File: src/sv/ahgp_pkg.sv
// shared widths, register codes and divider request and response types
package ahgp_pkg;

  localparam int SAMPLE_W = 16;
  localparam int COORD_W  = 10;
  localparam int OX_W     = 9;
  localparam int OY_W     = 9;
  localparam int AW_W     = 10;
  localparam int AH_W     = 10;
  localparam int SPAN_W   = 16;
  localparam int QUOT_W   = 10;
  localparam int DVD_W    = SPAN_W + QUOT_W;
  localparam int APB_AW   = 5;
  localparam int APB_DW   = 32;

  localparam logic [OX_W-1:0]   ORIGIN_X_RST = 9'd0;
  localparam logic [OY_W-1:0]   ORIGIN_Y_RST = 9'd72;
  localparam logic [AW_W-1:0]   AREA_W_RST   = 10'd250;
  localparam logic [AH_W-1:0]   AREA_H_RST   = 10'd48;
  localparam logic [SPAN_W-1:0] MIN_SPAN_RST = 16'd500;

  typedef enum logic [2:0] {
    REG_ORIGIN_X    = 3'd0,
    REG_ORIGIN_Y    = 3'd1,
    REG_AREA_WIDTH  = 3'd2,
    REG_AREA_HEIGHT = 3'd3,
    REG_MIN_SPAN    = 3'd4
  } reg_idx_t;

  typedef struct packed {
    logic              start;
    logic [DVD_W-1:0]  dividend;
    logic [SPAN_W-1:0] divisor;
  } div_req_t;

  typedef struct packed {
    logic              done;
    logic [QUOT_W-1:0] quot;
  } div_rsp_t;

endpackage

File: src/sv/ahgp_if.sv
// valid/ready channels for the sample word and the vertex word
interface ahgp_in_if;
  logic                                valid;
  logic                                ready;
  logic signed [ahgp_pkg::SAMPLE_W-1:0] sample;

  modport source (output valid, output sample, input ready);
  modport sink (input valid, input sample, output ready);
endinterface

interface ahgp_out_if;
  logic                         valid;
  logic                         ready;
  logic [ahgp_pkg::COORD_W-1:0] px;
  logic [ahgp_pkg::COORD_W-1:0] py;
  logic                         last;

  modport source (output valid, output px, output py, output last, input ready);
  modport sink (input valid, input px, input py, input last, output ready);
endinterface

File: src/sv/autoscaled_history_graph_plotter.sv
// Sparkline plotter: each sample word goes into a ring of the last HISTORY_DEPTH readings;
// once two or more are held, the block scans them for min and max, widens the span to
// min_span if needed, and sends one vertex word per held reading, oldest first, with last
// set on the newest. Each item runs a min/max scan through the one read port of the history
// memory, a span step, then one pass of the shared restoring divider (ten quotient bits) for
// the x step and one more per vertex for its row, plus a read, a multiply and a load step per
// vertex. in_ch.ready is low while an item is at work; a finished vertex waits in the output
// register.
module autoscaled_history_graph_plotter #(
  parameter int HISTORY_DEPTH = 50
) (
  input  logic                          clk,
  input  logic                          rst,
  ahgp_in_if.sink                       in_ch,
  ahgp_out_if.source                    out_ch,
  input  logic                          psel,
  input  logic                          penable,
  input  logic                          pwrite,
  input  logic [ahgp_pkg::APB_AW-1:0]   paddr,
  input  logic [ahgp_pkg::APB_DW-1:0]   pwdata,
  output logic [ahgp_pkg::APB_DW-1:0]   prdata,
  output logic                          pready
);
  import ahgp_pkg::*;

  localparam int PTR_W = (HISTORY_DEPTH > 1) ? $clog2(HISTORY_DEPTH) : 1;
  localparam int CNT_W = $clog2(HISTORY_DEPTH + 1);
  localparam logic [PTR_W-1:0] LAST_PTR = PTR_W'(HISTORY_DEPTH - 1);
  localparam logic [CNT_W-1:0] DEPTH_C  = CNT_W'(HISTORY_DEPTH);
  localparam logic [CNT_W:0]   DEPTH_X  = (CNT_W + 1)'(HISTORY_DEPTH);

  typedef enum logic [2:0] {
    IDLE,
    SCAN,
    CALC,
    STEPDIV,
    VREAD,
    VMUL,
    VDIV,
    VLOAD
  } state_t;

  // configuration registers
  logic [OX_W-1:0]   origin_x;
  logic [OY_W-1:0]   origin_y;
  logic [AW_W-1:0]   area_width;
  logic [AH_W-1:0]   area_height;
  logic [SPAN_W-1:0] min_span;
  reg_idx_t          widx;

  assign widx   = reg_idx_t'(paddr[APB_AW-1:2]);
  assign pready = 1'b1;

  always_ff @(posedge clk) begin
    if (rst) begin
      origin_x    <= ORIGIN_X_RST;
      origin_y    <= ORIGIN_Y_RST;
      area_width  <= AREA_W_RST;
      area_height <= AREA_H_RST;
      min_span    <= MIN_SPAN_RST;
    end else if (psel && penable && pwrite) begin
      unique case (widx)
        REG_ORIGIN_X:    origin_x    <= pwdata[OX_W-1:0];
        REG_ORIGIN_Y:    origin_y    <= pwdata[OY_W-1:0];
        REG_AREA_WIDTH:  area_width  <= pwdata[AW_W-1:0];
        REG_AREA_HEIGHT: area_height <= pwdata[AH_W-1:0];
        REG_MIN_SPAN:    min_span    <= pwdata[SPAN_W-1:0];
        default: ;
      endcase
    end
  end

  always_comb begin
    unique case (widx)
      REG_ORIGIN_X:    prdata = APB_DW'(origin_x);
      REG_ORIGIN_Y:    prdata = APB_DW'(origin_y);
      REG_AREA_WIDTH:  prdata = APB_DW'(area_width);
      REG_AREA_HEIGHT: prdata = APB_DW'(area_height);
      REG_MIN_SPAN:    prdata = APB_DW'(min_span);
      default:         prdata = '0;
    endcase
  end

  // sequencer state
  state_t                     state;
  logic [PTR_W-1:0]           wp;
  logic [PTR_W-1:0]           oldest;
  logic [PTR_W-1:0]           addr;
  logic [CNT_W-1:0]           fill;
  logic [CNT_W-1:0]           n;
  logic [CNT_W-1:0]           icnt;
  logic [CNT_W-1:0]           rcnt;
  logic [CNT_W-1:0]           vi;
  logic                       rdv;
  logic signed [SAMPLE_W-1:0] mn;
  logic signed [SAMPLE_W-1:0] mx;
  logic [SPAN_W-1:0]          span;
  logic signed [SAMPLE_W+1:0] lo;
  logic [COORD_W-1:0]         step;
  logic [COORD_W-1:0]         x;
  logic [COORD_W-1:0]         yv;
  logic                       out_valid;
  logic [COORD_W-1:0]         opx;
  logic [COORD_W-1:0]         opy;
  logic                       olast;
  div_req_t                   dreq;
  div_rsp_t                   drsp;

  // history memory
  logic signed [SAMPLE_W-1:0] hist [HISTORY_DEPTH];
  logic signed [SAMPLE_W-1:0] rdata;
  logic                       in_ack;

  assign in_ch.ready = (state == IDLE);
  assign in_ack      = in_ch.valid && in_ch.ready;

  always_ff @(posedge clk) begin
    if (in_ack) begin
      hist[wp] <= in_ch.sample;
    end
    rdata <= hist[addr];
  end

  ahgp_div u_div (
    .clk (clk),
    .rst (rst),
    .req (dreq),
    .rsp (drsp)
  );

  // next pointer, fill and oldest entry for an accepted word
  logic [PTR_W-1:0] wp_next;
  logic [CNT_W-1:0] fill_next;
  logic [CNT_W:0]   old_sum;
  logic [PTR_W-1:0] oldest_next;

  always_comb begin
    wp_next     = (wp == LAST_PTR) ? '0 : wp + 1'b1;
    fill_next   = (fill < DEPTH_C) ? fill + 1'b1 : fill;
    old_sum     = {1'b0, CNT_W'(wp_next)} + DEPTH_X - {1'b0, fill_next};
    oldest_next = (old_sum >= DEPTH_X) ? PTR_W'(old_sum - DEPTH_X) : PTR_W'(old_sum);
  end

  // span and offset
  logic [SPAN_W-1:0]          ms_eff;
  logic signed [SAMPLE_W:0]   span_raw;
  logic signed [SAMPLE_W:0]   sum;
  logic signed [SAMPLE_W:0]   mid;
  logic signed [SAMPLE_W+1:0] lo_mid;
  logic [AW_W-1:0]            aw_m2;

  always_comb begin
    ms_eff   = (min_span == '0) ? SPAN_W'(1) : min_span;
    span_raw = (SAMPLE_W + 1)'(mx) - (SAMPLE_W + 1)'(mn);
    sum      = (SAMPLE_W + 1)'(mx) + (SAMPLE_W + 1)'(mn);
    mid      = (sum + $signed((SAMPLE_W + 1)'(sum[SAMPLE_W]))) >>> 1;
    lo_mid   = (SAMPLE_W + 2)'(mid) - (SAMPLE_W + 2)'({1'b0, ms_eff >> 1});
    aw_m2    = area_width - AW_W'(2);
  end

  // vertex row arithmetic
  logic signed [SAMPLE_W+1:0] dfull;
  logic [SPAN_W-1:0]          d;
  logic                       sneg;
  logic [AH_W-1:0]            abs_scale;
  logic [DVD_W-1:0]           prod;
  logic [COORD_W-1:0]         base_y;

  always_comb begin
    dfull     = (SAMPLE_W + 2)'(rdata) - lo;
    d         = dfull[SPAN_W-1:0];
    sneg      = area_height < AH_W'(4);
    abs_scale = sneg ? AH_W'(4) - area_height : area_height - AH_W'(4);
    prod      = DVD_W'(d) * DVD_W'(abs_scale);
    base_y    = COORD_W'(origin_y) + area_height - COORD_W'(2);
    yv        = sneg ? base_y + drsp.quot : base_y - drsp.quot;
  end

  always_ff @(posedge clk) begin
    dreq.start <= 1'b0;
    if (rst) begin
      state     <= IDLE;
      wp        <= '0;
      fill      <= '0;
      rdv       <= 1'b0;
      out_valid <= 1'b0;
    end else begin
      if (out_valid && out_ch.ready && state != VLOAD) begin
        out_valid <= 1'b0;
      end
      unique case (state)
        IDLE: begin
          if (in_ack) begin
            wp     <= wp_next;
            fill   <= fill_next;
            n      <= fill_next;
            oldest <= oldest_next;
            addr   <= oldest_next;
            icnt   <= '0;
            rcnt   <= '0;
            rdv    <= 1'b0;
            if (fill_next >= CNT_W'(2)) begin
              state <= SCAN;
            end
          end
        end
        SCAN: begin
          rdv <= (icnt < n);
          if (icnt < n) begin
            addr <= (addr == LAST_PTR) ? '0 : addr + 1'b1;
            icnt <= icnt + 1'b1;
          end
          if (rdv) begin
            if (rcnt == '0) begin
              mn <= rdata;
              mx <= rdata;
            end else begin
              if (rdata < mn) mn <= rdata;
              if (rdata > mx) mx <= rdata;
            end
            rcnt <= rcnt + 1'b1;
            if (rcnt == n - 1'b1) begin
              state <= CALC;
            end
          end
        end
        CALC: begin
          if (span_raw[SPAN_W-1:0] < ms_eff) begin
            span <= ms_eff;
            lo   <= lo_mid;
          end else begin
            span <= span_raw[SPAN_W-1:0];
            lo   <= (SAMPLE_W + 2)'(mn);
          end
          dreq.start    <= 1'b1;
          dreq.dividend <= DVD_W'(aw_m2);
          dreq.divisor  <= SPAN_W'(n - 1'b1);
          state         <= STEPDIV;
        end
        STEPDIV: begin
          if (drsp.done) begin
            step  <= (area_width < AW_W'(2) || drsp.quot == '0) ? COORD_W'(1) : drsp.quot;
            x     <= COORD_W'(origin_x) + COORD_W'(1);
            vi    <= '0;
            addr  <= oldest;
            state <= VREAD;
          end
        end
        VREAD: begin
          state <= VMUL;
        end
        VMUL: begin
          dreq.start    <= 1'b1;
          dreq.dividend <= prod;
          dreq.divisor  <= span;
          addr          <= (addr == LAST_PTR) ? '0 : addr + 1'b1;
          state         <= VDIV;
        end
        VDIV: begin
          if (drsp.done) begin
            state <= VLOAD;
          end
        end
        VLOAD: begin
          if (!out_valid || out_ch.ready) begin
            out_valid <= 1'b1;
            opx       <= x;
            opy       <= yv;
            olast     <= (vi == n - 1'b1);
            x         <= x + step;
            vi        <= vi + 1'b1;
            state     <= (vi == n - 1'b1) ? IDLE : VREAD;
          end
        end
        default: state <= IDLE;
      endcase
    end
  end

  assign out_ch.valid = out_valid;
  assign out_ch.px    = opx;
  assign out_ch.py    = opy;
  assign out_ch.last  = olast;

endmodule

File: src/sv/ahgp_div.sv
// restoring divider, one quotient bit per cycle, quotient known to fit QUOT_W bits
module ahgp_div (
  input  logic               clk,
  input  logic               rst,
  input  ahgp_pkg::div_req_t req,
  output ahgp_pkg::div_rsp_t rsp
);
  import ahgp_pkg::*;

  localparam int CNT_W = $clog2(QUOT_W + 1);

  logic [SPAN_W-1:0] rem;
  logic [SPAN_W-1:0] dvs;
  logic [QUOT_W-1:0] sh;
  logic [CNT_W-1:0]  cnt;
  logic              busy;
  logic              done;
  logic [SPAN_W:0]   trial;
  logic [SPAN_W:0]   diff;
  logic              ge;

  assign trial = {rem, sh[QUOT_W-1]};
  assign diff  = trial - {1'b0, dvs};
  assign ge    = trial >= {1'b0, dvs};

  always_ff @(posedge clk) begin
    done <= 1'b0;
    if (rst) begin
      busy <= 1'b0;
      cnt  <= '0;
    end else if (req.start) begin
      rem  <= req.dividend[DVD_W-1:QUOT_W];
      sh   <= req.dividend[QUOT_W-1:0];
      dvs  <= req.divisor;
      cnt  <= CNT_W'(QUOT_W);
      busy <= 1'b1;
    end else if (busy) begin
      rem <= ge ? diff[SPAN_W-1:0] : trial[SPAN_W-1:0];
      sh  <= {sh[QUOT_W-2:0], ge};
      cnt <= cnt - 1'b1;
      if (cnt == CNT_W'(1)) begin
        busy <= 1'b0;
        done <= 1'b1;
      end
    end
  end

  assign rsp.done = done;
  assign rsp.quot = sh;

endmodule
File: src/flat_wrapper.sv
// flat-port wrapper written by rule: the top's interface ports become plain ports
module autoscaled_history_graph_plotter_flat import ahgp_pkg::*;
#(
  parameter int HISTORY_DEPTH = 50
)
  (clk, rst, psel, penable, pwrite, paddr, pwdata, prdata, pready, in_ch_valid, in_ch_sample, in_ch_ready, out_ch_valid, out_ch_px, out_ch_py, out_ch_last, out_ch_ready);
  ahgp_in_if in_ch_i ();
  ahgp_out_if out_ch_i ();
  input  logic clk;
  input  logic rst;
  input  logic psel;
  input  logic penable;
  input  logic pwrite;
  input  logic [ahgp_pkg::APB_AW-1:0] paddr;
  input  logic [ahgp_pkg::APB_DW-1:0] pwdata;
  output logic [ahgp_pkg::APB_DW-1:0] prdata;
  output logic pready;
  input wire logic [$bits(in_ch_i.valid)-1:0] in_ch_valid;
  input wire logic [$bits(in_ch_i.sample)-1:0] in_ch_sample;
  output wire logic [$bits(in_ch_i.ready)-1:0] in_ch_ready;
  output wire logic [$bits(out_ch_i.valid)-1:0] out_ch_valid;
  output wire logic [$bits(out_ch_i.px)-1:0] out_ch_px;
  output wire logic [$bits(out_ch_i.py)-1:0] out_ch_py;
  output wire logic [$bits(out_ch_i.last)-1:0] out_ch_last;
  input wire logic [$bits(out_ch_i.ready)-1:0] out_ch_ready;
  assign in_ch_i.valid = in_ch_valid;
  assign in_ch_i.sample = in_ch_sample;
  assign in_ch_ready = in_ch_i.ready;
  assign out_ch_valid = out_ch_i.valid;
  assign out_ch_px = out_ch_i.px;
  assign out_ch_py = out_ch_i.py;
  assign out_ch_last = out_ch_i.last;
  assign out_ch_i.ready = out_ch_ready;
  autoscaled_history_graph_plotter #(.HISTORY_DEPTH(HISTORY_DEPTH)) u_core (.clk(clk), .rst(rst), .in_ch(in_ch_i), .out_ch(out_ch_i), .psel(psel), .penable(penable), .pwrite(pwrite), .paddr(paddr), .pwdata(pwdata), .prdata(prdata), .pready(pready));
endmodule
File: config.mk
export PLATFORM = sky130hd
export DESIGN_NAME = autoscaled_history_graph_plotter_flat
export DESIGN_NICKNAME = d
export VERILOG_FILES = /design/src/sv/ahgp_pkg.sv /design/src/sv/ahgp_if.sv /design/src/sv/autoscaled_history_graph_plotter.sv /design/src/sv/ahgp_div.sv /design/src/flat_wrapper.sv
export SDC_FILE = /design/constraint.sdc
export NUM_CORES = 2
export LEC_CHECK = 0
export BUFFER_PORTS_ARGS = -buffer_cell sky130_fd_sc_hd__buf_4
export CORE_MARGIN = 2
export CORE_UTILIZATION = 25
export DETAILED_ROUTE_END_ITERATION = 6
export PLACE_DENSITY_LB_ADDON = 0.2
export SYNTH_ARGS = -nofsm -noshare
export SYNTH_HDL_FRONTEND = slang
export SYNTH_SLANG_ARGS = --single-unit
export TNS_END_PERCENT = 10
File: constraint.sdc
create_clock -name clk -period 9.78 [get_ports clk]
set_input_delay 0.489 -clock clk [delete_from_list [all_inputs] [get_ports clk]]
set_output_delay 0.489 -clock clk [all_outputs]
set_load 0.005 [all_outputs]
Yosys cells after proc, flatten, opt, wreduce, memory -nomap -nowiden
Memory sizes are Yosys's and may differ from the RTL's. A register that Yosys moved wholly into a read port is not among the register bits. Index checks and enable logic that the tools add are counted.

$add $sub $neg: 27. Multipliers: 1. Magnitude comparators: 10. Eq/ne operators: 25. Multiplexer cells: 57. Bitwise gates (word level): 2. Reductions and logical operators: 43.

Operators by type and width (number): 16-bit 2-to-1 mux (10); 43-bit one-hot mux with 2 select lines (1); 16-bit one-hot mux with 5 select lines (1); 6-bit 2-to-1 mux (12); 16-bit subtractor (4); 10-bit 2-to-1 mux (6); 6-bit by 1-bit adder with 6-bit output, second input constant (6); 6-bit one-hot mux with 2 select lines (3); 16-bit less-than comparator (2); 16-bit by 10-bit multiplier with 26-bit output (1); 3-bit 2-to-1 mux (8); 3-bit one-hot mux with 8 select lines (1); 6-bit one-hot mux with 4 select lines (1); 2-bit AND reduction (11); 10-bit adder (2); 10-bit one-hot mux with 2 select lines (1); 4-bit AND reduction (5); 10-bit by 2-bit subtractor with 10-bit output, second input constant (2); 16-bit by 16-bit adder with 17-bit output (1); 17-bit by 2-bit adder with 17-bit output (1); 17-bit by 16-bit >= comparator with 1-bit output (1); 16-bit greater-than comparator (1); 16-bit zero test (1); 3-bit equality test, second input constant (5); 42 further kinds (78).

Flip-flop bits (word level): 303. Memory bits (writable): 800. Input port bits: 60. Output and inout bits: 56. Word-level logic and storage cells: 201. Memories: 1.

Memory list: u_core.hist (words 50, width 16, read ports 1, clocked after Yosys merged registers in 1, write ports 1, RTL line autoscaled_history_graph_plotter.sv:110) `logic signed [SAMPLE_W-1:0] hist [HISTORY_DEPTH];`.

Longest topological paths before layout
Depth after elaboration: 8. Depth in mapped cells: 33. Gate-level depth less buffers: 33.

Hierarchy
From an unflattened synthesis, not the netlist that was laid out.

Cell total of the unflattened synthesis: 4199. Area, all modules: 56601.8 sq um.

By module, submodules not included: autoscaled_history_graph_plotter (instances 1, cells each 3914, area an instance 53596.4 sq um, seq. area each 31280.0 sq um); ahgp_div (instances 1, cells each 285, area an instance 3005.4 sq um, seq. area each 1381.3 sq um).

Least setup slack after synthesis
Ideal clock, no wire load.

Path kind: flip-flop to flip-flop. Start point: register u_core.rdata[0], read port of u_core.hist. End point: register u_core.dreq[40] in the netlist's numbering (data pin). Library setup time: 0.266 ns. Arrival: 6.864 ns. Data required time: 9.514 ns. Slack: 2.650 ns. Stages on the path, launching flop included: 32. Buffers on the path: 0. Clock period less this slack: 7.130 ns. Path through: dfxtp_1 inv_1 ha_1 inv_1 fa_1 a21o_1 a21oi_1 o21bai_1 a21oi_1 nor2b_1 o21ai_0 a21oi_1 nor2_1 xnor2_1 nand2_1 fa_1 inv_1 fa_1 fa_1 fa_1 inv_1 fa_1 inv_1 ha_1 a21o_1 a221o_1 a21oi_1 a31o_2 a21oi_1 a31oi_1 xor2_1 nor2_1.

Cells in the longest elaborated chain, start to end: 3.

RTL lines: start: declaration (RTL line autoscaled_history_graph_plotter.sv:111) `logic signed [SAMPLE_W-1:0] rdata;`; 16-bit subtractor (RTL line autoscaled_history_graph_plotter.sv:170) `dfull = (SAMPLE_W + 2)'(rdata) - lo;`; 16-bit by 10-bit multiplier with 26-bit output (RTL line autoscaled_history_graph_plotter.sv:174) `prod = DVD_W'(d) * DVD_W'(abs_scale);`; 43-bit one-hot mux with 2 select lines (RTL line autoscaled_history_graph_plotter.sv:191) `unique case (state)`; end: declaration (RTL line autoscaled_history_graph_plotter.sv:106) `div_req_t dreq;`.

Every way passes these cells. A chain may end at the register's enable or synchronous reset.

Worst setup path in the final report
Start point: register u_core.rdata[0], read port of u_core.hist. End point: register u_core.dreq[41] in the netlist's numbering (data pin).

Same word-level chain as after synthesis.

==> out/metrics.cfg <==
[run_status]
status=finished, final reports clean

[grt]
track_usage=0.1344
grt_pass1_wl_um=227300
gr-total-overflow=0
grt_max_degree=69
first_global_vias=33650
antenna_found_initial=6

[floorplan]
die_height_um=477.4
initial_core_util=0.2517
ioPinCount=116
fp.dieW_um=477.4
dieArea_um2=227900
core_um2=222500
fp-row-count=173

[critical_path]
cpPeakStageDelay_ps=550
crit_type=register to register
required_ps=10310
cp_top_family=adder cells
worstPathMaxFanout=10
critPathSlowestCell=fa_1
path_common_cell=fa_1
r2r-end=u_core.dreq[41]
arrival_ps=8600
reg2reg_setup_slack_ps=1710
r2r-start=u_core.rdata[0]
start_kind=register
worstRegToRegCells=32
path_buf_inv=6
end_kind=register

[synth]
synth_mux_area_frac=0.1057
syn_area_per_cell_um2=13.59
synth_top_cell_by_area=edfxtp_1
yosysSeqAreaShare=0.5831
synthArstFlopShare=0
synth-compound-area-share=0.06920
netlist_top_cells_area=edfxtp_1 (55%), mux4_2 (6.4%), ha_1 (5.7%)
ys_types=78
synth_top_family_by_area=multiplexers
synthDominantCellAreaShare=0.5495
syn_inst=4123
synth_edf_count=1025
yosys_register_bits=1119
ys.flop_type=edfxtp_1
synth_area_um2=56010
synth-warning-count=0
synth-simple-area-share=0.07364
synthXorXnorAreaFrac=0.03315
synth_fa_ha_area_frac=0.09927

[clock_tree]
cts_buffers=133
cts_resized=0
cts_max_path_buffers=3
cts_tree=done
post_cts_buffers=0
htree_num_levels=4
cts.clk_slew.worst_paths_ps=60
root_buffer=clkbuf_16
cts.sink_count=1119
insertion_delay_ps=790

[power_and_ir_drop]
clkPwrFrac=0.223
p_int_mw=12.62
p_total_mw=21.73
pwr-share-comb=0.518
peakVddDrop_v=0.0006589
swShare=0.4192
switching_power_mw=9.111
power_frac_seq=0.259
power-per-cell-area_nw_per_um2=334.6
p_leak_nw=23.34

[sta]
tightest_slew_ps=1279
rsz0062_at_grt=no
finalClockSkew_ps=55.26
fin_crit_ps=8072
fin_tns_setup_ps=0
setup_viol=0
fmax_mhz=123.9
hold_violations=0
slew_headroom=0.1475
finalMaxSlewViolations=0
period_share=0.8254

[drt]
firstDrtPassIters=5
avgViaCountPerCell=4.485
drtIter0Drc=2020
drt-total-wl_um=155600
num_vias=33040
drcViolationCount=0
avgRoutedWirePerCell_um=21.12
ant_nets=0

[final_layout]
fill_cells=22730
reg_top3=u_core.hist: 800 flops, u_core.dreq: 43 flops
final_nets=4718
final_core_util=0.2919
drive_gt1_frac=0.1449
largest-register=u_core.hist
final_common_cell=edfxtp_1
areaGrowthSynthToFinish_pct=15.97
largest_reg_flops=800
final_cell_mix=edfxtp_1 (1025), inv_1 (328), nor2_1 (301)
design_area_um2=64960

[place]
dp_hpwl_um=104200
place_congestion=0.8060
port_buffers=80
place_area_um2=60460

[min_path]
hp-class=primary input to register
min_to=u_core.wp[5]
worstHoldStart=rst
hold_depth=2

[flow_run]
maxCapViolations=0

power by group through the flow:
stage | clock, mW | combinational [mW] | sequential, mW
finish | 4.85 | 11.3 | 5.62
detailed placement | 0 | 11.5 | 5.72
global route | 5.20 | 12.6 | 5.64
CTS | 5.01 | 11.6 | 5.63
global placement | 0 | 11.6 | 5.72
floorplan | 0 | 7.96 | 5.60
through the flow:
step,cells,hold slack (ps),setup WS [ps]
global route,7365,92.16,1141
finish,7368,133.8,1708
global placement,7109,402.9,1706
CTS,7364,77.06,1674
detailed placement,7109,404.5,1682
floorplan,4138,400.3,2650
timing repair:
item	4_1_cts	5_1_grt
endpoints found under the hold margin	38	0
setup endpoints to repair	0	0
hold buffers	16	0
per-layer routing:
layer,routed length (um),track usage,up-vias
li1,-,-,15460
met1,69330,0.1757,16780
met2,76650,0.2287,624
met3,5959,0.02214,177
met4,3617,0.03723,4
met5,25,0.0008403,-
cells in the mapped netlist, drive strengths merged, types with 37 or more instances:
cell and count:
a21o 55, a21oi 231, buf 52, clkbuf 129
dfxtp 94, edfxtp 1025, fa 119, ha 254
inv 328, mux2 75, mux2i 147, mux4 160
nand2 261, nand2b 37, nand3 49, nor2 321
nor2b 46, nor3 48, o21ai 126, o22ai 49
xnor2 133, xor2 79
worst max-delay path by stage:
stage / from / to / slack, ps / depth (start not counted)
after detailed placement: u_core.rdata[0] / u_core.dreq[40] / 1680 / 31
after global routing: u_core.rdata[1] / u_core.dreq[39] / 1140 / 29
after global placement: u_core.rdata[0] / u_core.dreq[40] / 1710 / 31
final: u_core.rdata[0] / u_core.dreq[41] / 1710 / 32
after CTS: u_core.rdata[0] / u_core.dreq[40] / 1670 / 31
after floorplan: u_core.rdata[0] / u_core.dreq[40] / 2650 / 31
layout make-up:
type                    count  area [um2]  share of cell area
diodes                      4       10.01           0.0001541
clock buffers             168        3575             0.05503
clock inverters            71       749.5             0.01154
inverters                 329        1235             0.01901
multi-input cells        2509       21500              0.3310
flip-flops and latches   1119       32660              0.5028
well taps                2975        3722             0.05730
repair buffers            193        1501             0.02311
cell families after synthesis:
group | count (synthesis)
flops | 1119
buf+inv | 510
fa+ha+maj | 373
simple gates | 898
mux | 382
compound gates | 627
other cells | 2
xor+xnor | 212
(Power assumes the default switching activity.)
